File: src/rtl/dtoi_pkg.sv
// dtoi_pkg: shared types and constants for the decimal text to int64 parser
// no dependencies; imported by the core, the top level, the checker and the testbench
`default_nettype none

package dtoi_pkg;

   localparam logic [7:0]  CHAR_ZERO  = 8'd48;
   localparam logic [7:0]  CHAR_NINE  = 8'd57;
   localparam logic [7:0]  CHAR_COMMA = 8'h2C;
   localparam logic [7:0]  CHAR_MINUS = 8'h2D;
   localparam logic [63:0] MAG_CAP    = 64'h8000_0000_0000_0000;
   localparam logic [63:0] POS_MAX    = MAG_CAP - 64'd1;

   // one-hot parse phase
   typedef enum logic [3:0] {
      PH_IDLE   = 4'b0001,
      PH_MINUS  = 4'b0010,
      PH_DIGITS = 4'b0100,
      PH_COMMA  = 4'b1000
   } phase_type;

   typedef struct packed {
      logic signed [63:0] value;
      logic               parse_error;
      logic               overflow;
   } result_type;

endpackage

`default_nettype wire

File: src/rtl/dtoi_if.sv
// dtoi_req_if / dtoi_rsp_if: valid/ready channels of the parser
// no dependencies
`default_nettype none

interface dtoi_req_if;
   logic       valid;
   logic       ready;
   logic [7:0] char_code;
   logic       start_flag;

   modport source (output valid, output char_code, output start_flag, input ready);
   modport sink   (input valid, input char_code, input start_flag, output ready);
endinterface

interface dtoi_rsp_if;
   logic               valid;
   logic               ready;
   logic signed [63:0] value;
   logic               parse_error;
   logic               overflow;

   modport source (output valid, output value, output parse_error, output overflow,
                   input ready);
   modport sink   (input valid, input value, input parse_error, input overflow,
                   output ready);
endinterface

`default_nettype wire

File: src/rtl/dtoi_core.sv
// dtoi_core: parse state registers and the per-character step logic
// depends on dtoi_pkg
`default_nettype none

module dtoi_core (
   input  wire logic              clock,
   input  wire logic              reset,
   input  wire logic              step_en,
   input  wire logic [7:0]        char_code,
   input  wire logic              start_flag,
   output logic                   has_result,
   output dtoi_pkg::result_type   result
);
   import dtoi_pkg::*;

   phase_type   phase_ff, phase_in;
   logic [63:0] mag_ff, mag_in;
   logic        neg_ff, neg_in;
   logic        ovf_ff, ovf_in;

   logic        is_digit;
   logic [3:0]  char_diff;
   logic [63:0] base_mag;
   logic        base_ovf;
   logic [67:0] acc_sum;
   logic        acc_ovf;
   logic [63:0] acc_mag;
   logic [63:0] limit;
   logic        emit_ovf;
   result_type  err_res;
   result_type  val_res;

   assign is_digit  = (char_code >= CHAR_ZERO) && (char_code <= CHAR_NINE);
   assign char_diff = 4'(char_code - CHAR_ZERO);

   // a start wipes the number in progress before this character counts
   assign base_mag = start_flag ? 64'd0 : mag_ff;
   assign base_ovf = start_flag ? 1'b0 : ovf_ff;

   // m*10 + d as shift-add; the sum exceeds the cap exactly when the
   // accumulate would leave the 2^63 range
   assign acc_sum = {1'b0, base_mag, 3'b000} + {3'b000, base_mag, 1'b0}
                  + {64'd0, char_diff};
   assign acc_ovf = base_ovf || (acc_sum > {4'd0, MAG_CAP});
   assign acc_mag = acc_ovf ? MAG_CAP : acc_sum[63:0];

   assign limit    = neg_ff ? MAG_CAP : POS_MAX;
   assign emit_ovf = ovf_ff || (mag_ff > limit);

   always_comb begin
      err_res.value       = 64'sd0;
      err_res.parse_error = 1'b1;
      err_res.overflow    = 1'b0;
      val_res.parse_error = 1'b0;
      val_res.overflow    = emit_ovf;
      if (emit_ovf) begin
         val_res.value = $signed(limit);
      end else if (neg_ff) begin
         val_res.value = $signed(64'd0 - mag_ff);
      end else begin
         val_res.value = $signed(mag_ff);
      end
   end

   always_comb begin
      phase_in   = phase_ff;
      mag_in     = mag_ff;
      neg_in     = neg_ff;
      ovf_in     = ovf_ff;
      has_result = 1'b0;
      result     = val_res;
      if (start_flag) begin
         mag_in = 64'd0;
         neg_in = 1'b0;
         ovf_in = 1'b0;
         priority if (char_code == CHAR_MINUS) begin
            neg_in   = 1'b1;
            phase_in = PH_MINUS;
         end else if (is_digit) begin
            mag_in   = acc_mag;
            ovf_in   = acc_ovf;
            phase_in = PH_DIGITS;
         end else begin
            has_result = 1'b1;
            result     = err_res;
            phase_in   = PH_IDLE;
         end
      end else begin
         unique case (phase_ff)
            PH_MINUS: begin
               if (is_digit) begin
                  mag_in   = acc_mag;
                  ovf_in   = acc_ovf;
                  phase_in = PH_DIGITS;
               end else begin
                  has_result = 1'b1;
                  result     = err_res;
                  phase_in   = PH_IDLE;
               end
            end
            PH_DIGITS: begin
               priority if (is_digit) begin
                  mag_in = acc_mag;
                  ovf_in = acc_ovf;
               end else if (char_code == CHAR_COMMA) begin
                  phase_in = PH_COMMA;
               end else begin
                  has_result = 1'b1;
                  phase_in   = PH_IDLE;
               end
            end
            PH_COMMA: begin
               if (is_digit) begin
                  mag_in   = acc_mag;
                  ovf_in   = acc_ovf;
                  phase_in = PH_DIGITS;
               end else begin
                  has_result = 1'b1;
                  phase_in   = PH_IDLE;
               end
            end
            default: begin
               phase_in = PH_IDLE;
            end
         endcase
      end
   end

   always_ff @(posedge clock) begin
      if (reset) begin
         phase_ff <= PH_IDLE;
         mag_ff   <= 64'd0;
         neg_ff   <= 1'b0;
         ovf_ff   <= 1'b0;
      end else if (step_en) begin
         phase_ff <= phase_in;
         mag_ff   <= mag_in;
         neg_ff   <= neg_in;
         ovf_ff   <= ovf_in;
      end
   end

endmodule

`default_nettype wire

File: src/rtl/decimal_text_to_int64.sv
// decimal_text_to_int64: streaming decimal text to signed 64-bit parser
// depends on dtoi_pkg, dtoi_req_if / dtoi_rsp_if and dtoi_core
//
// The block takes one character per cycle on req and emits at most one
// result per character on rsp. start_flag marks the first character of a
// number; a minus, then digits with single commas between digits, follow.
// The character that ends the run produces the result, which is registered
// in the result buffer; a missing first digit gives parse_error with value
// 0, and a magnitude past the signed 64-bit range saturates with overflow
// set. The sustained rate is one character per cycle, set by the accumulate
// loop (magnitude times ten plus digit, done as a shift-add and a compare
// against 2^63), which is combinational. A two-entry result buffer (output
// register plus skid) keeps characters flowing while a result waits; req
// only stalls when both entries hold results.
`default_nettype none

module decimal_text_to_int64 (
   input  wire logic   clock,
   input  wire logic   reset,
   dtoi_req_if.sink    req,
   dtoi_rsp_if.source  rsp
);
   import dtoi_pkg::*;

   logic       accept;
   logic       has_result;
   result_type step_res;
   logic       push;
   logic       pop;

   // result buffer: out is what rsp shows, skid catches one more
   logic       out_valid_ff, out_valid_in;
   result_type out_ff, out_in;
   logic       skid_valid_ff, skid_valid_in;
   result_type skid_ff, skid_in;

   // free while the skid entry is empty
   assign req.ready = !skid_valid_ff;
   assign accept    = req.valid && req.ready;

   dtoi_core u_core (
      .clock      (clock),
      .reset      (reset),
      .step_en    (accept),
      .char_code  (req.char_code),
      .start_flag (req.start_flag),
      .has_result (has_result),
      .result     (step_res)
   );

   assign push = accept && has_result;
   assign pop  = out_valid_ff && rsp.ready;

   always_comb begin
      out_valid_in  = out_valid_ff;
      out_in        = out_ff;
      skid_valid_in = skid_valid_ff;
      skid_in       = skid_ff;
      if (skid_valid_ff) begin
         // no new transaction can arrive here; drain skid into out
         if (pop) begin
            out_in        = skid_ff;
            skid_valid_in = 1'b0;
         end
      end else if (push) begin
         if (!out_valid_ff || pop) begin
            out_in       = step_res;
            out_valid_in = 1'b1;
         end else begin
            skid_in       = step_res;
            skid_valid_in = 1'b1;
         end
      end else if (pop) begin
         out_valid_in = 1'b0;
      end
   end

   always_ff @(posedge clock) begin
      if (reset) begin
         out_valid_ff  <= 1'b0;
         skid_valid_ff <= 1'b0;
      end else begin
         out_valid_ff  <= out_valid_in;
         skid_valid_ff <= skid_valid_in;
      end
   end

   // payload needs no reset
   always_ff @(posedge clock) begin
      out_ff  <= out_in;
      skid_ff <= skid_in;
   end

   assign rsp.valid       = out_valid_ff;
   assign rsp.value       = out_ff.value;
   assign rsp.parse_error = out_ff.parse_error;
   assign rsp.overflow    = out_ff.overflow;

endmodule

`default_nettype wire

File: src/flat_wrapper.sv
// flat-port wrapper written by rule: the top's interface ports become plain ports
module decimal_text_to_int64_flat import dtoi_pkg::*;
  (clock, reset, req_valid, req_char_code, req_start_flag, req_ready, rsp_valid, rsp_value, rsp_parse_error, rsp_overflow, rsp_ready);
  dtoi_req_if req_i ();
  dtoi_rsp_if rsp_i ();
  input  wire logic clock;
  input  wire logic reset;
  input wire logic [$bits(req_i.valid)-1:0] req_valid;
  input wire logic [$bits(req_i.char_code)-1:0] req_char_code;
  input wire logic [$bits(req_i.start_flag)-1:0] req_start_flag;
  output wire logic [$bits(req_i.ready)-1:0] req_ready;
  output wire logic [$bits(rsp_i.valid)-1:0] rsp_valid;
  output wire logic [$bits(rsp_i.value)-1:0] rsp_value;
  output wire logic [$bits(rsp_i.parse_error)-1:0] rsp_parse_error;
  output wire logic [$bits(rsp_i.overflow)-1:0] rsp_overflow;
  input wire logic [$bits(rsp_i.ready)-1:0] rsp_ready;
  assign req_i.valid = req_valid;
  assign req_i.char_code = req_char_code;
  assign req_i.start_flag = req_start_flag;
  assign req_ready = req_i.ready;
  assign rsp_valid = rsp_i.valid;
  assign rsp_value = rsp_i.value;
  assign rsp_parse_error = rsp_i.parse_error;
  assign rsp_overflow = rsp_i.overflow;
  assign rsp_i.ready = rsp_ready;
  decimal_text_to_int64 u_core (.clock(clock), .reset(reset), .req(req_i), .rsp(rsp_i));
endmodule
File: config.mk
export PLATFORM = sky130hd
export DESIGN_NAME = decimal_text_to_int64_flat
export DESIGN_NICKNAME = d
export VERILOG_FILES = /design/src/rtl/dtoi_pkg.sv /design/src/rtl/dtoi_if.sv /design/src/rtl/dtoi_core.sv /design/src/rtl/decimal_text_to_int64.sv /design/src/flat_wrapper.sv
export SDC_FILE = /design/constraint.sdc
export NUM_CORES = 1
export LEC_CHECK = 0
export BUFFER_PORTS_ARGS = -buffer_cell sky130_fd_sc_hd__buf_4
export CORE_MARGIN = 3
export CORE_UTILIZATION = 50
export CTS_CLUSTER_DIAMETER = 150
export DETAILED_ROUTE_END_ITERATION = 16
export GPL_TIMING_DRIVEN = 0
export PLACE_DENSITY = 0.66
export SETUP_SLACK_MARGIN = 0.05
export SYNTH_ARGS = -nofsm -noshare
export SYNTH_HDL_FRONTEND = slang
export SYNTH_HIERARCHICAL = 1
export SYNTH_SLANG_ARGS = --single-unit
File: constraint.sdc
create_clock -name clock -period 14.64 [get_ports clock]
set_clock_uncertainty 0.1 [all_clocks]
set_input_delay 1.464 -clock clock [delete_from_list [all_inputs] [get_ports clock]]
set_output_delay 1.464 -clock clock [all_outputs]
set_load 0.01 [all_outputs]
==> summary.md, run 1 <==
| Metric | Value |
|---|---|
| Outcome | completed |
| Setup_tns | 0 ns |
| Area occupied by multi-input gates | 11400 µm² |
| Avg Cell Area, Syn | 8.89 µm² |
| # port buffers | 80 |
| Layout area overhead | 11.2% |
| CTS Hold Buffers Added | 0 |
| Worst EP arrival | 7.89 ns |
| Global route overflow | 0 |
| Row Count | 67 |
| Worst slack at placement | 6.52 ns |
| Minimum clock period | 7.57 ns |
| Startpoint types | primary input |
| EDFF count, synth | 132 |
| Yosys warns | 6 |
| Fin util | 57.2% |
| Antenna violations before repair | 0 |
| Largest cells by area after synthesis | edfxtp_1 23%, ha_1 14%, dfxtp_1 8.2%, nand2_1 4.4%, mux2_2 4.3% |
| Drt drc | 0 |
| DR vias/cell | 6.31 |
| DRT antenna net count | 0 |
| Max cap viols | 0 |
| # resized after CTS | 0 |
| DR vias | 16.0k |
| Distinct cells, synth | 96 |
| Worst slew pin tran | 1.15 ns |
| Drt wl/cell | 21.0 µm |
| Largest net degree at the start of global routing | 52 |
| CTS sink count | 204 |
| RSZ-0062 raised after global routing | no |
| Critical Path RT | 14.96 ns |
| Fin cells | 2539 |
| Clock Tree Buf Depth | 3 |
| Clock transition at the registers of the reported paths | 0.06 ns |
| Power per cell area | 62.2 nW/µm² |
| # IOs | 81 |
| Total track usage | 28.3% |
| Clock root buffer | clkbuf_16 |
| Share of layout cells above drive strength 1 | 15.4% |
| Sequential cell area fraction in the yosys report | 30.9% |
| Filler cells | 3115 |
| Post-synth net total | 2175 |
| Peak VDD IR | 0.0766 mV |
| Max-slew violations | 0 |
| Area share of the leading cell type in the synthesized netlist | 22.6% |
| Syn Inst Count | 1968 |
| CTS tree | built |
| Fin. Hold Viols | 0 |
| ANT cells | 0 |
| Slew HR | 22.2% |
| First-pass GRT wire length | 84100 µm |
| Pre-Repair DR Iteration Count | 6 |
| Number of global-route vias before repair | 15.0k |
| Worst Path Max Fanout | 10 |
| H-tree level count | 1 |
| Hold Path Class | reg2reg |
| Area leader, netlist | edfxtp_1 |
| Die Area | 37300 µm² |
| Most used DFF post-synth | edfxtp_1 |
| Storage cell area | 5410 µm² |
| Placed wire-length estimate | 43300 µm |
| Nets | 2284 |
| Yosys reg bits | 204 |
| Initial Utilization | 51.4% |
| Core area | 34000 µm² |
| Async SR Flop Fraction | 0% |
| Post-Route WL | 53300 µm |
| Worst-Skew Late Latency | 0.50 ns |
| Post-CTS Setup Bufs | 0 |
| Kind of critical path | in2reg |
| RePlAce Congestion | 0.930 |
| Leak pwr | 8.49 nW |
| Die width | 193 µm |
| Critical path endpoint category | flop |
| Post-route setup slack | 7.07 ns |
| Inserted Clock Buffers | 20 |
| Max Freq | 132 MHz |
| Cell Area, Synth | 17500 µm² |
| Die H | 193 µm |
| Inst Count DP | 2503 |
| Setup violations, final | 0 |
| Final period util | 51.7% |
| Initial DRC count | 1350 |
per-stage QoR:
step           area [µm²]  hold WS [ns]  total power, mW
3_3_place_gp        18700         0.378            0.696
6_report            19500         0.409             1.21
4_1_cts             19500         0.407             1.22
2_1_floorplan       17500         0.365            0.669
5_1_grt             19500         0.454             1.25
3_5_place_dp        18800         0.396            0.697
per-layer routing:
metal,global-route usage (%),share of wire (%),up-vias
met5,0,0,-
met4,8.12,2.9,0
met3,2.42,5.5,84
met2,46.2,45,567
met1,40.3,47,7624
li1,-,-,7737
where the power goes:
part / switching (mW) / leakage (nW) / internal (mW)
clock network: 0.212 / 0.337 / 0.313
logic: 0.0403 / 6.28 / 0.0233
registers: 0.00287 / 1.88 / 0.618
total: 0.255 / 8.49 / 0.955
kinds of logic (layout without fill, tap and decap cells):
kind of cell	Yosys count	count (layout)	synth area share, %
mux	77	77	4.88
fa+ha+maj	194	194	14.0
buf+inv	134	257	3.82
compound gates	556	556	21.5
xor+xnor	56	56	2.85
flops	204	204	30.9
simple gates	747	747	22.1
sequential cells by signal, summed over array words and instances (netlist names):
| register | count |
|---|---|
| u_core/rsp.overflow | 1 |
| u_core/rsp.parse_error | 1 |
| u_core/skid_ff | 66 |
| u_core/rsp.valid | 1 |
| u_core/rsp.value | 64 |
| u_core/skid_valid_ff | 1 |
| u_core/u_core/ovf_ff | 1 |
| u_core/u_core/mag_ff | 64 |
| u_core/u_core/neg_ff | 1 |
| u_core/u_core/phase_ff | 4 |
worst max-delay path, stage by stage:
cell      delay, ns
buf_4          0.09
clkbuf_1       0.52
clkbuf_1       0.54
buf_1          0.51
nor2_1         0.20
ha_1           0.34
ha_1           0.21
inv_1          0.07
fa_1           0.39
nand2b_1       0.19
a21oi_1        0.43
o21ai_1        0.28
o21a_1         0.26
o21ai_0        0.31
xnor2_1        0.31
o2111a_1       0.32
nand4_1        0.27
nor4_4         0.45
a41oi_4        0.32
buf_6          0.27
o21ai_2        0.12
cell type report:
cell class	instances	share of cell area, %
timing repair buffer	87	3.65
clock buffer	26	2.96
inverter	27	0.521
multi-input combinational	1630	58.8
tap	448	2.88
sequential	204	27.8
clock inverter	10	0.540
buffer	107	2.92
Yosys cell counts (all sizes together), types with 7 or more instances:
cell	n
a21o	53
nor3	59
ha	192
nor4	41
o211ai	39
nand2b	11
xor2	25
and3	23
a22o	10
or2	8
nand4b	9
nand3	34
nor2	159
xnor2	31
o32ai	24
or4	14
clkbuf	53
mux2	67
nand4	58
or3	31
nor2b	68
dfxtp	72
o21ai	159
a211oi	16
edfxtp	132
o21a	14
nand2	205
nor4b	7
mux2i	10
a31oi	11
a21oi	151
buf	54
inv	27
a2111oi	8
path summary, 6_finish.rpt:
path	start	slack [ns]	cells after the start	endpoint
worst max register to register	u_core/u_core/neg_ff$_SDFFE_PP0P_	7.65	20	u_core/rsp.value[28]$_DFFE_PP_
worst min-delay path	u_core/u_core/phase_ff[1]$_SDFFE_PP0P_	0.41	2	u_core/u_core/phase_ff[1]$_SDFFE_PP0P_
worst max-delay path	req_start_flag	7.07	21	u_core/u_core/mag_ff[10]$_SDFFE_PP0P_
worst min register to register	u_core/u_core/phase_ff[1]$_SDFFE_PP0P_	0.41	2	u_core/u_core/phase_ff[1]$_SDFFE_PP0P_
cell usage in the layout, fill, tap and decap left out, types with 14 or more instances in the layout:
cell type	netlist	routed
nand2_1	205	205
o211ai_1	39	39
o21ai_1	35	35
buf_4	1	81
inv_1	26	28
or3_1	30	30
nor4_1	37	37
o21a_1	14	14
o32ai_1	24	24
clkbuf_16	0	22
a21o_1	53	53
nor2_1	159	159
nor3_1	55	55
edfxtp_1	132	132
buf_2	32	32
a21oi_1	149	149
buf_6	15	15
and3_1	23	23
xor2_1	25	25
dfxtp_1	72	71
ha_1	192	192
mux2_2	67	67
xnor2_1	30	30
o21ai_2	49	49
o21ai_0	75	75
nand4_1	58	58
nand3_1	33	33
clkbuf_1	52	55
a211oi_1	14	14
nor2b_1	68	68
Note: power is estimated with default switching activity, not from simulation.
==> run 2: changes to the inputs <==
--- a/config.mk
+++ b/config.mk
@@ -11,7 +11,7 @@
 export CTS_CLUSTER_DIAMETER = 150
 export DETAILED_ROUTE_END_ITERATION = 16
 export GPL_TIMING_DRIVEN = 0
-export PLACE_DENSITY = 0.66
+export PLACE_DENSITY = 0.69
 export SETUP_SLACK_MARGIN = 0.05
 export SYNTH_ARGS = -nofsm -noshare
 export SYNTH_HDL_FRONTEND = slang
==> constraint.sdc (replaced) <==
create_clock -name clock -period 6.3 [get_ports clock]
set_clock_uncertainty 0.1 [all_clocks]
set_input_delay 0.63 -clock clock [delete_from_list [all_inputs] [get_ports clock]]
set_output_delay 0.63 -clock clock [all_outputs]
set_load 0.01 [all_outputs]
==> summary.md, run 2 (synthesis gave the netlist of run 1 again) <==
| Metric | Value |
|---|---|
| Outcome | completed |
| DR vias/cell | 6.32 |
| Max cap viols | 0 |
| Layout area overhead | 11.2% |
| Drt wl/cell | 21.0 µm |
| Final Cell Area | 19500 µm² |
| Minimum clock period | 6.08 ns |
| Power, Total | 2.78 mW |
| Number of global-route vias before repair | 14.9k |
| Max-slew violations | 0 |
| Startpoint types | primary input |
| First-pass GRT wire length | 82600 µm |
| Worst Path Max Fanout | 12 |
| Worst slack at placement | -1.11 ns |
| Power per cell area | 143 nW/µm² |
| Placed wire-length estimate | 42800 µm |
| Initial Utilization | 51.4% |
| Post-CTS Setup Bufs | 0 |
| Worst-Skew Late Latency | 0.50 ns |
| Clock root buffer | clkbuf_16 |
| Row Count | 67 |
| Pre-Repair DR Iteration Count | 6 |
| Initial DRC count | 1589 |
| Clock transition at the registers of the reported paths | 0.07 ns |
| Global route overflow | 0 |
| M1 wire length | 24500 µm |
| Worst slew pin tran | 0.978 ns |
| Max reg flops | 66 |
| Hold Path Class | in2reg |
| Clock Tree Buf Depth | 3 |
| Filler cells | 3094 |
| Die H | 193 µm |
| Routed wl met3 | 2950 µm |
| Fin. Hold Viols | 0 |
| # port buffers | 80 |
| Drt drc | 0 |
| Post-route setup slack | 0.222 ns |
| Reg2reg setup slack | 0.28 ns |
| Worst EP arrival | 6.41 ns |
| Post-Route WL | 53200 µm |
| CTS tree | built |
| RSZ-0062 raised after global routing | no |
| Kind of critical path | in2reg |
| Leak pwr | 8.53 nW |
| Peak VDD IR | 0.188 mV |
| Antenna violations before repair | 0 |
| Critical Path RT | 6.63 ns |
| Critical path endpoint category | flop |
| Slew HR | 33.9% |
| Max Freq | 165 MHz |
| Largest net degree at the start of global routing | 55 |
| Final period util | 96.5% |
| Hold slack | 0.209 ns |
| # IOs | 81 |
| DR vias | 16.0k |
| Inserted Clock Buffers | 20 |
| Biggest register | u_core/skid_ff |
| ANT cells | 0 |
| RePlAce Congestion | 0.954 |
| Top sig layer | met4 |
| Total track usage | 27.7% |
| Die width | 193 µm |
| H-tree level count | 1 |
| Placed Area | 18800 µm² |
| Share of layout cells above drive strength 1 | 16.1% |
| Most frequent cells in the layout | 205 x nand2_1, 192 x ha_1, 159 x nor2_1 |
| Core area | 34000 µm² |
| Nets | 2282 |
| Setup violations, final | 0 |
| Leading cell type in the layout, fill and taps excluded | nand2_1 |
| Die Area | 37300 µm² |
| CTS sink count | 204 |
| Routed wl met2 | 24400 µm |
| DRT antenna net count | 0 |
## run 2: cell types whose count changed in the layout (fill, tap and decap cells not counted), moves of 2 or more
cell	change
buf_2	+3
clkbuf_1	-9
clkbuf_8	+2
buf_1	-5
clkbuf_2	+9
clkinv_2	+2
## run 2: area by class of cell
cell class / count / area [µm²] / share of cell area [%]
multi-input combinational: 1630 / 11500 / 58.9
clock buffer: 27 / 578 / 2.97
clock inverter: 9 / 77.6 / 0.399
sequential: 204 / 5410 / 27.8
buffer: 105 / 576 / 2.96
inverter: 27 / 101 / 0.521
timing repair buffer: 87 / 711 / 3.65
tap: 448 / 561 / 2.88
## run 2: per-stage QoR
| stage | utilization (%) | cells | TNS, ns |
|---|---|---|---|
| after floorplan | - | 1968 | 0 |
| after global placement | 54.8 | 2496 | -324.03 |
| after detailed placement | 55.2 | 2503 | -116.65 |
| after CTS | 57.1 | 2537 | 0 |
| after global routing | 57.2 | 2537 | 0 |
| final | 57.2 | 2537 | 0 |
## run 2: final timing paths
| kind | depth (start not counted) | from | endpoint |
|---|---|---|---|
| setup / recovery | 20 | req_start_flag | u_core/u_core/mag_ff[12]$_SDFFE_PP0P_ |
| hold / removal | 2 | reset | u_core/rsp.valid$_SDFFE_PP0P_ |
| setup reg to reg | 19 | u_core/u_core/neg_ff$_SDFFE_PP0P_ | u_core/rsp.value[32]$_DFFE_PP_ |
| hold reg to reg | 2 | u_core/u_core/phase_ff[1]$_SDFFE_PP0P_ | u_core/u_core/phase_ff[1]$_SDFFE_PP0P_ |
## run 2: routing by layer
layer / up-vias / GRT usage (%)
met4: 0 / 7.18
met3: 68 / 1.45
met1: 7629 / 39.8
met5: - / 0
met2: 621 / 45.9
li1: 7723 / -
## run 2: repair_timing
action                                  in CTS  in global routing
endpoints found under the setup margin     195                 50
gates resized for setup                      9                  8
pin swaps                                    0                  0
hold buffers                                 0                  0
## run 2: where the power goes
| part | switching (mW) | internal, mW |
|---|---|---|
| combinational | 0.0941 | 0.0542 |
| sequential | 0.00675 | 1.44 |
| clock | 0.501 | 0.689 |
## run 2: worst max-delay path: stages
cell      delay, ns
buf_4          0.19
clkbuf_2       0.31
buf_2          0.33
nor2_1         0.15
ha_1           0.30
ha_1           0.21
inv_1          0.07
fa_1           0.39
nand2b_1       0.19
a21oi_1        0.48
o21ai_1        0.29
o21a_1         0.27
o21ai_0        0.50
xnor2_1        0.30
o2111a_1       0.31
nand4_1        0.28
nor4_4         0.47
a41oi_4        0.32
buf_6          0.27
o21ai_2        0.12
